### config.mk
export PLATFORM = sky130hd
export DESIGN_NAME = sorted_list_insert_remove
export DESIGN_NICKNAME = d
export VERILOG_FILES = /design/src/design/sli_pkg.sv /design/src/design/sli_datapath.sv /design/src/design/sli_ctrl.sv /design/src/design/sorted_list_insert_remove.sv
export SDC_FILE = /design/constraint.sdc
export NUM_CORES = 1
export LEC_CHECK = 0
export ABC_AREA = 0
export BUFFER_PORTS_ARGS = -buffer_cell sky130_fd_sc_hd__buf_4
export CORE_ASPECT_RATIO = 0.8
export CORE_MARGIN = 2
export CORE_UTILIZATION = 45
export CTS_CLUSTER_DIAMETER = 50
export DETAILED_ROUTE_END_ITERATION = 8
export PLACE_DENSITY = 0.68
export SYNTH_ARGS = -nofsm -noshare
export SYNTH_HDL_FRONTEND = slang
export SYNTH_HIERARCHICAL = 1
export SYNTH_SLANG_ARGS = --single-unit
export TNS_END_PERCENT = 30
### constraint.sdc
create_clock -name aclk -period 8.68 [get_ports aclk]
set_input_delay 1.736 -clock aclk [delete_from_list [all_inputs] [get_ports aclk]]
set_output_delay 1.736 -clock aclk [all_outputs]
set_load 0.05 [all_outputs]
### src/design/sli_pkg.sv
// ----------------------------------------------------------------------------
// sli_pkg: shared types and constants for the sorted list insert/remove block
// Holds the default capacity, the op and status codes, and the command and
// flag bundles that pass between the controller and the datapath.
// ----------------------------------------------------------------------------
`default_nettype none

package sli_pkg;

    // Default number of stored values
    localparam int CAPACITY_DEF = 16;

    // Transaction payload widths
    localparam int VALUE_W  = 32;
    localparam int COUNT_W  = 5;
    localparam int S_DATA_W = 40;   // op (1) + value (32), padded to bytes
    localparam int M_DATA_W = 40;   // status (2) + count (5) + smallest (32), padded

    // Operation codes
    typedef enum logic {
        OP_INSERT = 1'b0,
        OP_REMOVE = 1'b1
    } op_t;

    // Result status codes
    typedef enum logic [1:0] {
        ST_DONE      = 2'd0,
        ST_FULL      = 2'd1,
        ST_NOT_FOUND = 2'd2
    } status_t;

    // Memory read address select
    typedef enum logic [1:0] {
        RD_IDX_M1 = 2'd0,
        RD_IDX    = 2'd1,
        RD_IDX_P1 = 2'd2,
        RD_ZERO   = 2'd3
    } rd_sel_t;

    // Memory write data select
    typedef enum logic {
        WR_RDATA = 1'b0,
        WR_VALUE = 1'b1
    } wr_sel_t;

    // Controller to datapath commands
    typedef struct packed {
        logic    load;          // latch a new input transaction
        logic    rd_en;
        rd_sel_t rd_sel;
        logic    wr_en;         // write at the index pointer
        wr_sel_t wr_sel;
        logic    idx_inc;
        logic    idx_dec;
        logic    cnt_inc;
        logic    cnt_dec;
        logic    st_wr;         // overrides the status set by load
        status_t st_code;
        logic    cap_smallest;  // take read data as smallest
        logic    zero_smallest;
    } sli_cmd_t;

    // Datapath to controller flags
    typedef struct packed {
        logic full;
        logic empty;
        logic idx_zero;
        logic idx_at_count;
        logic idx_last;         // idx + 1 >= count
        logic rd_ge;            // read data >= value
        logic rd_eq;            // read data == value
    } sli_flags_t;

endpackage

`default_nettype wire

### src/design/sli_datapath.sv
// ----------------------------------------------------------------------------
// sli_datapath: storage and arithmetic of the sorted list
// Single-port-write, registered-read value memory, index pointer, fill count,
// latched input transaction and the result registers.
// ----------------------------------------------------------------------------
`default_nettype none

module sli_datapath #(
    parameter int CAPACITY = sli_pkg::CAPACITY_DEF
) (
    input  wire                       aclk,
    input  wire                       aresetn,
    input  wire                       in_op,
    input  wire  [31:0]               in_value,
    input  wire sli_pkg::sli_cmd_t    cmd,
    output sli_pkg::sli_flags_t       flags,
    output logic [1:0]                res_status,
    output logic [4:0]                res_count,
    output logic [31:0]               res_smallest
);
    import sli_pkg::*;

    localparam int AW = (CAPACITY > 1) ? $clog2(CAPACITY) : 1;
    localparam int CW = $clog2(CAPACITY + 1);
    localparam int XW = (CW > COUNT_W) ? CW : COUNT_W;

    // Value memory
    logic signed [VALUE_W-1:0] mem [CAPACITY];
    logic signed [VALUE_W-1:0] rdata_reg;

    logic signed [VALUE_W-1:0] value_reg;
    logic [CW-1:0]             idx_reg;
    logic [CW-1:0]             idx_next;
    logic [CW-1:0]             count_reg;
    logic [CW-1:0]             count_next;
    status_t                   status_reg;
    logic signed [VALUE_W-1:0] smallest_reg;

    logic [CW-1:0]             rd_idx;
    logic [AW-1:0]             rd_addr;
    logic signed [VALUE_W-1:0] wr_data;
    logic [CW:0]               idx_plus1;
    logic [XW-1:0]             count_ext;

    // Read address and write data selection
    always_comb begin
        case (cmd.rd_sel)
            RD_IDX_M1: rd_idx = idx_reg - CW'(1);
            RD_IDX:    rd_idx = idx_reg;
            RD_IDX_P1: rd_idx = idx_reg + CW'(1);
            default:   rd_idx = '0;
        endcase
    end

    assign rd_addr = rd_idx[AW-1:0];
    assign wr_data = (cmd.wr_sel == WR_VALUE) ? value_reg : rdata_reg;

    // Memory write and registered read
    always_ff @(posedge aclk) begin
        if (cmd.wr_en) begin
            mem[idx_reg[AW-1:0]] <= wr_data;
        end
        if (cmd.rd_en) begin
            rdata_reg <= mem[rd_addr];
        end
    end

    // Index and count updates
    always_comb begin
        idx_next = idx_reg;
        if (cmd.load) begin
            idx_next = (op_t'(in_op) == OP_REMOVE) ? '0 : count_reg;
        end else if (cmd.idx_inc) begin
            idx_next = idx_reg + CW'(1);
        end else if (cmd.idx_dec) begin
            idx_next = idx_reg - CW'(1);
        end

        count_next = count_reg;
        if (cmd.cnt_inc) begin
            count_next = count_reg + CW'(1);
        end else if (cmd.cnt_dec) begin
            count_next = count_reg - CW'(1);
        end
    end

    always_ff @(posedge aclk) begin
        if (!aresetn) begin
            count_reg <= '0;
        end else begin
            count_reg <= count_next;
        end
    end

    // Payload registers
    always_ff @(posedge aclk) begin
        idx_reg <= idx_next;
        if (cmd.load) begin
            value_reg <= in_value;
        end
        if (cmd.st_wr) begin
            status_reg <= cmd.st_code;
        end else if (cmd.load) begin
            status_reg <= ST_DONE;
        end
        if (cmd.zero_smallest) begin
            smallest_reg <= '0;
        end else if (cmd.cap_smallest) begin
            smallest_reg <= rdata_reg;
        end
    end

    // Flags for the controller
    assign idx_plus1          = {1'b0, idx_reg} + (CW+1)'(1);
    assign flags.full         = (count_reg == CW'(CAPACITY));
    assign flags.empty        = (count_reg == '0);
    assign flags.idx_zero     = (idx_reg == '0);
    assign flags.idx_at_count = (idx_reg == count_reg);
    assign flags.idx_last     = (idx_plus1 >= {1'b0, count_reg});
    assign flags.rd_ge        = (rdata_reg >= value_reg);
    assign flags.rd_eq        = (rdata_reg == value_reg);

    // Result fields
    assign count_ext    = XW'(count_reg);
    assign res_status   = status_reg;
    assign res_count    = count_ext[COUNT_W-1:0];
    assign res_smallest = smallest_reg;

endmodule

`default_nettype wire

### src/design/sli_ctrl.sv
// ----------------------------------------------------------------------------
// sli_ctrl: sequencer of the sorted list
// One-hot state machine that walks the memory for each transaction: shift up
// from the top for an insert, search then shift down for a remove, and a
// final read of the head entry for the smallest value.
// ----------------------------------------------------------------------------
`default_nettype none

module sli_ctrl (
    input  wire                  aclk,
    input  wire                  aresetn,
    input  wire                  s_tvalid,
    output logic                 s_tready,
    input  wire                  in_op,
    output logic                 m_tvalid,
    input  wire                  m_tready,
    input  wire sli_pkg::sli_flags_t flags,
    output sli_pkg::sli_cmd_t    cmd
);
    import sli_pkg::*;

    typedef enum logic [10:0] {
        S_IDLE   = 11'b000_0000_0001,
        S_INS_RD = 11'b000_0000_0010,
        S_INS_CM = 11'b000_0000_0100,
        S_INS_WR = 11'b000_0000_1000,
        S_REM_RD = 11'b000_0001_0000,
        S_REM_CM = 11'b000_0010_0000,
        S_SH_RD  = 11'b000_0100_0000,
        S_SH_WR  = 11'b000_1000_0000,
        S_SM_RD  = 11'b001_0000_0000,
        S_SM_CAP = 11'b010_0000_0000,
        S_OUT    = 11'b100_0000_0000
    } state_t;

    state_t state_reg;
    state_t state_next;

    always_ff @(posedge aclk) begin
        if (!aresetn) begin
            state_reg <= S_IDLE;
        end else begin
            state_reg <= state_next;
        end
    end

    assign s_tready = (state_reg == S_IDLE);
    assign m_tvalid = (state_reg == S_OUT);

    // Next state and commands
    always_comb begin
        state_next = state_reg;
        cmd        = '0;
        cmd.rd_sel = RD_IDX;
        cmd.wr_sel = WR_RDATA;
        cmd.st_code = ST_DONE;
        unique case (state_reg)
            S_IDLE: begin
                if (s_tvalid) begin
                    cmd.load = 1'b1;
                    if (op_t'(in_op) == OP_INSERT) begin
                        if (flags.full) begin
                            cmd.st_wr   = 1'b1;
                            cmd.st_code = ST_FULL;
                            state_next  = S_SM_RD;
                        end else begin
                            state_next = S_INS_RD;
                        end
                    end else begin
                        if (flags.empty) begin
                            cmd.st_wr   = 1'b1;
                            cmd.st_code = ST_NOT_FOUND;
                            state_next  = S_SM_RD;
                        end else begin
                            state_next = S_REM_RD;
                        end
                    end
                end
            end
            // Insert: walk down from the top, moving entries >= value up one
            S_INS_RD: begin
                if (flags.idx_zero) begin
                    state_next = S_INS_WR;
                end else begin
                    cmd.rd_en  = 1'b1;
                    cmd.rd_sel = RD_IDX_M1;
                    state_next = S_INS_CM;
                end
            end
            S_INS_CM: begin
                if (flags.rd_ge) begin
                    cmd.wr_en   = 1'b1;
                    cmd.wr_sel  = WR_RDATA;
                    cmd.idx_dec = 1'b1;
                    state_next  = S_INS_RD;
                end else begin
                    state_next = S_INS_WR;
                end
            end
            S_INS_WR: begin
                cmd.wr_en   = 1'b1;
                cmd.wr_sel  = WR_VALUE;
                cmd.cnt_inc = 1'b1;
                state_next  = S_SM_RD;
            end
            // Remove: search up for the first equal entry
            S_REM_RD: begin
                if (flags.idx_at_count) begin
                    cmd.st_wr   = 1'b1;
                    cmd.st_code = ST_NOT_FOUND;
                    state_next  = S_SM_RD;
                end else begin
                    cmd.rd_en  = 1'b1;
                    cmd.rd_sel = RD_IDX;
                    state_next = S_REM_CM;
                end
            end
            S_REM_CM: begin
                if (flags.rd_eq) begin
                    state_next = S_SH_RD;
                end else if (!flags.rd_ge) begin
                    cmd.idx_inc = 1'b1;
                    state_next  = S_REM_RD;
                end else begin
                    cmd.st_wr   = 1'b1;
                    cmd.st_code = ST_NOT_FOUND;
                    state_next  = S_SM_RD;
                end
            end
            // Close the gap by moving later entries down one
            S_SH_RD: begin
                if (flags.idx_last) begin
                    cmd.cnt_dec = 1'b1;
                    state_next  = S_SM_RD;
                end else begin
                    cmd.rd_en  = 1'b1;
                    cmd.rd_sel = RD_IDX_P1;
                    state_next = S_SH_WR;
                end
            end
            S_SH_WR: begin
                cmd.wr_en   = 1'b1;
                cmd.wr_sel  = WR_RDATA;
                cmd.idx_inc = 1'b1;
                state_next  = S_SH_RD;
            end
            // Fetch the head entry for the smallest value
            S_SM_RD: begin
                if (flags.empty) begin
                    cmd.zero_smallest = 1'b1;
                    state_next        = S_OUT;
                end else begin
                    cmd.rd_en  = 1'b1;
                    cmd.rd_sel = RD_ZERO;
                    state_next = S_SM_CAP;
                end
            end
            S_SM_CAP: begin
                cmd.cap_smallest = 1'b1;
                state_next       = S_OUT;
            end
            S_OUT: begin
                if (m_tready) begin
                    state_next = S_IDLE;
                end
            end
            default: begin
                state_next = S_IDLE;
            end
        endcase
    end

endmodule

`default_nettype wire

### src/design/sorted_list_insert_remove.sv
// ----------------------------------------------------------------------------
// sorted_list_insert_remove: sorted store of signed values with insert/remove
//
// Input channel (s_*): one transaction carries an op (insert or remove) and a
// signed 32-bit value. Output channel (m_*): exactly one result transaction
// per input, with status (done, full, not found), the count after the op and
// the smallest stored value (0 when empty).
// Values live in a CAPACITY-entry memory with one write and one registered
// read per cycle. One transaction at a time is handled: s_tready is high
// only while the block is idle. An insert walks down from the top moving
// larger-or-equal entries up, a read then a write per entry moved; a remove
// searches up, reading and comparing each entry passed, then moves later
// entries down, a read then a write each. An insert on a full store or a
// remove on an empty one skips the walk and goes straight to the head read.
// The result is held in registers with m_tvalid high until m_tready; the
// next input is taken the cycle after the result is accepted.
// Reset (aresetn low, synchronous) empties the store and returns to idle; no
// memory clearing pass is needed.
// ----------------------------------------------------------------------------
`default_nettype none

module sorted_list_insert_remove #(
    parameter int CAPACITY = sli_pkg::CAPACITY_DEF
) (
    input  wire                            aclk,
    input  wire                            aresetn,
    // s_tdata: [0] op, [32:1] value, [39:33] zero
    input  wire  [sli_pkg::S_DATA_W-1:0]   s_tdata,
    input  wire                            s_tvalid,
    output logic                           s_tready,
    // m_tdata: [1:0] status, [6:2] count, [38:7] smallest, [39] zero
    output logic [sli_pkg::M_DATA_W-1:0]   m_tdata,
    output logic                           m_tvalid,
    input  wire                            m_tready
);
    import sli_pkg::*;

    sli_cmd_t   cmd;
    sli_flags_t flags;
    logic [1:0]  res_status;
    logic [4:0]  res_count;
    logic [31:0] res_smallest;

    sli_ctrl u_ctrl (
        .aclk     (aclk),
        .aresetn  (aresetn),
        .s_tvalid (s_tvalid),
        .s_tready (s_tready),
        .in_op    (s_tdata[0]),
        .m_tvalid (m_tvalid),
        .m_tready (m_tready),
        .flags    (flags),
        .cmd      (cmd)
    );

    sli_datapath #(
        .CAPACITY (CAPACITY)
    ) u_datapath (
        .aclk         (aclk),
        .aresetn      (aresetn),
        .in_op        (s_tdata[0]),
        .in_value     (s_tdata[32:1]),
        .cmd          (cmd),
        .flags        (flags),
        .res_status   (res_status),
        .res_count    (res_count),
        .res_smallest (res_smallest)
    );

    // Result packing
    assign m_tdata = {1'b0, res_smallest, res_count, res_status};

endmodule

`default_nettype wire

# Yosys cells after proc, flatten, opt, wreduce, memory -nomap -nowiden
# Memory sizes are Yosys's and may differ from the RTL's. A register that Yosys moved wholly into a read port is not among the register bits.
# Cells that the tools add are included.
word_totals:
  mem_count: 1
  ff_bits: 87
  word_cells: 92
  inputBits: 44
  mem_bits_rw: 512
op_classes:
  reduce_logical: 7
  eq_ne: 18
  addsub: 5
  mux: 53
  magnitude_cmp: 2
mem_list:
  columns: ["memory", "words", "width", "rd", "rd_ports_with_merged_regs", "wr", "line_no", "text"]
  rows:
  - ["u_datapath.mem", 16, 32, 1, 1, 1, "sli_datapath.sv:28", "logic signed [VALUE_W-1:0] mem [CAPACITY];"]
op_table:
  columns: ["cell", "count"]
  rows:
  - ["case mux 11 bit (11 select lines)", 1]
  - ["two-way mux 9 bit", 6]
  - ["two-way mux 11 bit", 4]
  - ["two-way mux 3 bit", 11]
  - ["== test 32 bit", 1]
  - ["greater-or-equal comparator 32 bit", 1]
  - ["two-way mux 32 bit", 1]
  - ["two-way mux 5 bit", 6]
  - ["two-way mux 1 bit", 14]
  - ["case mux 3 bit (4 select lines)", 1]
  - ["case mux 4 bit (3 select lines)", 1]
  - ["== test 11 x 1 -> 1 bit (second input constant)", 1]
  - ["== test 11 x 10 -> 1 bit (second input constant)", 1]
  - ["== test 11 bit (second input constant)", 1]
  - ["== test 11 x 2 -> 1 bit (second input constant)", 1]
  - ["== test 11 x 3 -> 1 bit (second input constant)", 1]
  - ["== test 11 x 4 -> 1 bit (second input constant)", 1]
  - ["== test 11 x 5 -> 1 bit (second input constant)", 1]
  - ["== test 11 x 6 -> 1 bit (second input constant)", 1]
  - ["== test 11 x 7 -> 1 bit (second input constant)", 1]
  - ["== test 11 x 8 -> 1 bit (second input constant)", 1]
  - ["== test 11 x 9 -> 1 bit (second input constant)", 1]
  - ["adder 5 x 1 -> 5 bit (second input constant)", 2]
  - ["logical NOT 5 bit", 2]
  - ["18 further kinds", 23]

# Logic depth before layout (Yosys ltp)
depth:
  word_depth: 6
  depth_mapped: 22
  depth_no_buf: 17

# Cells and area by module
# Netlist, hierarchy kept.
modules_own_cells:
  columns: ["module", "cells_each", "area_each_um2", "n_inst"]
  rows:
  - ["sli_datapath", 1846, 25729.7, 1]
  - ["sli_ctrl", 113, 822.0, 1]
  - ["sorted_list_insert_remove", 2, 11.3, 1]

# Worst setup path before layout
# No wires, ideal clock.
synth_timing:
  path_kind: "register to register"
  from: "register u_datapath.rdata_reg[19] (read register of u_datapath.mem)"
  to: "memory u_datapath.mem[7][0], enable pin"
  slack_ns: 3.105
  stages_incl_launch_ff: 13
  t_arrival_ns: 5.107
  setup_time_ns: 0.468
  required_ns: 8.212
  cell_sequence: "edfxtp_1 > ha_1 > and3_1 > a221oi_1 > o211ai_1 > a221oi_1 > o211ai_1 > mux2_2 > nand2_1 > or2_2 > o21ai_0 > nand2_1 > nor3b_1"
synth_rtl:
  columns: ["element", "line_no", "text"]
  rows:
  - ["from (decl)", "sli_datapath.sv:29", "logic signed [VALUE_W-1:0] rdata_reg;"]
  - ["to (decl)", "sli_datapath.sv:28", null]

==> impl_metrics.tcl <==
set metrics [dict create \
    status "finished, final reports clean" \
    rr_worst_depth 18 \
    post_cts_buffers 0 \
    cp_max_fo 97 \
    first_iter_violations 2082 \
    portBuffers 77 \
    yosys.area_share.simple_pct 10.6 \
    die_w_um 276 \
    largest_register_ffs 512 \
    yosysTopAreaCell "edfxtp_1" \
    worst_clock_skew_ps 26.4 \
    synth_top_family_by_area "compound AO/OA/AOI/OAI gates" \
    hold_path_class "reg -> reg" \
    netlist_area_mm2 0.0266 \
    yosysMostFrequentCell "edfxtp_1" \
    synth.area.top_cells "edfxtp_1, a211oi_1, nand2_1" \
    cpMaxStageDelayCell "edfxtp_1" \
    drv_cap 0 \
    path_clk_slew_ps 60 \
    wl_um 65700 \
    worst_slew_pin_slew_ps 1350 \
    ff2ff_setup_slack_ps 2890 \
    wl_per_cell_um 23.4 \
    num_io_pins 86 \
    power_density_mw_per_mm2 268 \
    synth_top_area_share_pct 65.9 \
    seq_area_mm2 0.0185 \
    nFillCells 4824 \
    die_area_mm2 0.0610 \
    cp_num_cells 18 \
    grt_pass1_vias 16100 \
    crit_buf_inv 2 \
    relSlewSlack_pct 9.79 \
    h-tree-depth 2 \
    clock_latency_ps 630 \
    setup_violations 0 \
    num_antenna_cells 0 \
    min-delay-start "u_datapath/res_smallest[25]" \
    hold_buffers 0 \
    synth_compound_gate_area_share_pct 11.2 \
    layout.nets 2079 \
    period_minus_slack_ps 5790 \
    critPathKind "reg -> reg" \
    start_kind "flip-flop" \
    global_route.usage.total_pct 21.3 \
    end_kind "flip-flop" \
    muxShareOfSynthArea_pct 2.64 \
    num_vias 16800 \
    crit_arrival_ps 6110 \
    fp.coreArea_mm2 0.0582 \
    leakage_nw 10.2 \
    crit_path_max_incr_delay_ps 650 \
    grt_overflow 0 \
    setup_tns_ps 0 \
    critPathMostFrequentCell "nand2_1" \
    dp_hpwl_um 33100 \
    drt_pass1_iterations 5 \
    crit_chain "inv_1 > ha_1 > ha_1 > a21o_1 > a21oi_1 > nor2b_1 > o21ai_0 > nand2_1 > and4b_1 > nand2_1 > nand2_1 > nand3b_4 > nand2_8 > buf_4 > a211oi_1 > a311oi_1 > a211oi_1 > a21oi_1" \
    grt_pass1_wl_um 98700 \
    r2r_start "u_datapath/idx_reg[0]" \
    multi_input_area_mm2 0.00737 \
    drv_slew 0 \
    ys_types 60 \
    critPathRequiredTime_ps 9000 \
    peakVddDrop_uv 159 \
    cts_root_buf "clkbuf_16" \
    std_cell_rows 79 \
    vias_per_cell 5.98 \
    drc 0 \
    syn-num-nets 2051 \
    numCtsBuffers 60 \
    drive_gt1_share_pct 12.7 \
    synth_seq_cells 631 \
    hold_violations 0 \
    numClockSinks 631 \
    synth_edf_count 583 \
    synthTopCellsByCount "edfxtp_1, nand2_1, a211oi_1" \
    cts_resized 0 \
    ys_warn_count 6 \
    avgSynthCellArea_um2 13.5 \
    antenna_found_initial 1 \
    ant_nets 0 \
    yosysSeqAreaShare_pct 69.5 \
    critPathTopFamily "simple AND/OR/NAND/NOR gates" \
    whs_path_depth 2 \
    synth_flop_cell "edfxtp_1" \
    grt_max_degree 235 \
    r2r_end "u_datapath/rdata_reg[0]" \
    rsz0062_at_grt "no" \
    synth_adder_area_share_pct 2.20 \
    post-route-util_pct 51.1 \
    post-route-period-util_pct 66.7 \
    initial_core_util_pct 45.6 \
    cts_tree "done" \
    fmax_mhz 173 \
    async_reset_ff_share_pct 0 \
    hold_path_end "u_datapath/res_smallest[25]" \
    synth_xor_area_share_pct 0.593 \
    gp_congestion 0.816 \
    syn_to_final_growth_pct 12.0 \
    die_h_um 221 \
    synthCells 1961 \
    clockBufferDepth 3 \
]
how the worst max path moves through the flow:
stage,end,startpoint,slack [ps]
floorplan,u_datapath/mem[7][0],u_datapath/rdata_reg[19],3100
global placement,u_datapath/rdata_reg[0],u_datapath/idx_reg[0],2980
detailed placement,u_datapath/mem[8][25],u_datapath/rdata_reg[14],2980
CTS,u_datapath/mem[8][16],u_datapath/rdata_reg[14],2920
global route,u_datapath/rdata_reg[0],u_datapath/idx_reg[0],2480
finish,u_datapath/rdata_reg[0],u_datapath/idx_reg[0],2890
metal layers:
| layer | part of all wire [%] | vias to the layer above | wire (um) | track usage (%) |
|---|---|---|---|---|
| li1 | - | 7568 | - | - |
| met2 | 46 | 737 | 30500 | 33.2 |
| met1 | 43 | 8383 | 28400 | 31.3 |
| met3 | 8.5 | 90 | 5590 | 3.14 |
| met4 | 1.8 | 0 | 1190 | 5.27 |
| met5 | 0 | - | 0 | 0 |
area by class of cell:
class | instances | share of cell area [%]
Sequential cell | 631 | 62.1
Timing Repair Buffer | 108 | 2.89
Clock inverter | 29 | 0.803
Inverter | 49 | 0.618
Multi-Input combinational cell | 1139 | 24.8
Tap cell | 769 | 3.23
Clock buffer | 81 | 5.62
stage by stage:
step	hold WS [ps]	instance area [um^2]	worst slack, ps	instances	power [W]
6_report	497	29800	2890	2806	0.00799
4_1_cts	505	29800	2920	2806	0.00801
3_5_place_dp	489	27800	2980	2696	0.00547
3_3_place_gp	475	27800	2980	2696	0.00543
2_1_floorplan	481	26600	3100	1961	0.00499
5_1_grt	521	29800	2480	2806	0.00834
tightest hold or removal path: stages (launching register included):
cell and delay [ps]:
dfxtp_1 320, mux2i_1 70, nor2_1 70
where the power goes:
part | switching, W | total (W) | internal (W)
logic | 0.00128 | 0.00192 | 0.000633
clock network | 0.00112 | 0.00256 | 0.00144
registers | 0.0000796 | 0.00352 | 0.00344
placed cells by master, fill, tap and decap left out, types with 4 or more instances in the layout:
master / Yosys / final
a211oi_1: 161 / 161
a21o_1: 6 / 6
a21oi_1: 82 / 82
a221oi_1: 4 / 4
a311oi_1: 63 / 63
a31oi_1: 66 / 66
and2_1: 6 / 6
and3_1: 138 / 131
and3_2: 0 / 7
buf_12: 0 / 4
buf_4: 15 / 104
clkbuf_1: 62 / 14
clkbuf_16: 0 / 62
clkbuf_8: 0 / 5
clkinv_1: 0 / 13
clkinv_2: 0 / 6
dfxtp_1: 48 / 48
edfxtp_1: 583 / 583
ha_1: 45 / 45
inv_1: 49 / 48
mux2_2: 32 / 32
mux2i_1: 34 / 34
nand2_1: 281 / 281
nand2b_1: 6 / 6
nand3_1: 9 / 8
nand3b_1: 9 / 9
nand4_1: 9 / 9
nor2_1: 71 / 62
nor2_4: 0 / 9
nor2b_1: 8 / 8
nor3_1: 14 / 12
nor4_1: 4 / 4
o211ai_1: 7 / 7
o21ai_0: 19 / 18
or3_1: 6 / 6
xnor2_1: 8 / 8
xor2_1: 10 / 10
cell families (layout without fill, tap and decap cells):
kind of cell / after synthesis / in the layout
adder cells (fa/ha/maj): 46 / 46
multiplexers: 66 / 66
other: 1 / 1
XOR/XNOR: 18 / 18
flip-flops: 631 / 631
buffers and inverters: 191 / 267
AO/OA/AOI/OAI: 426 / 426
AND/OR/NAND/NOR: 582 / 582
Note: power is estimated with default switching activity, not from simulation.
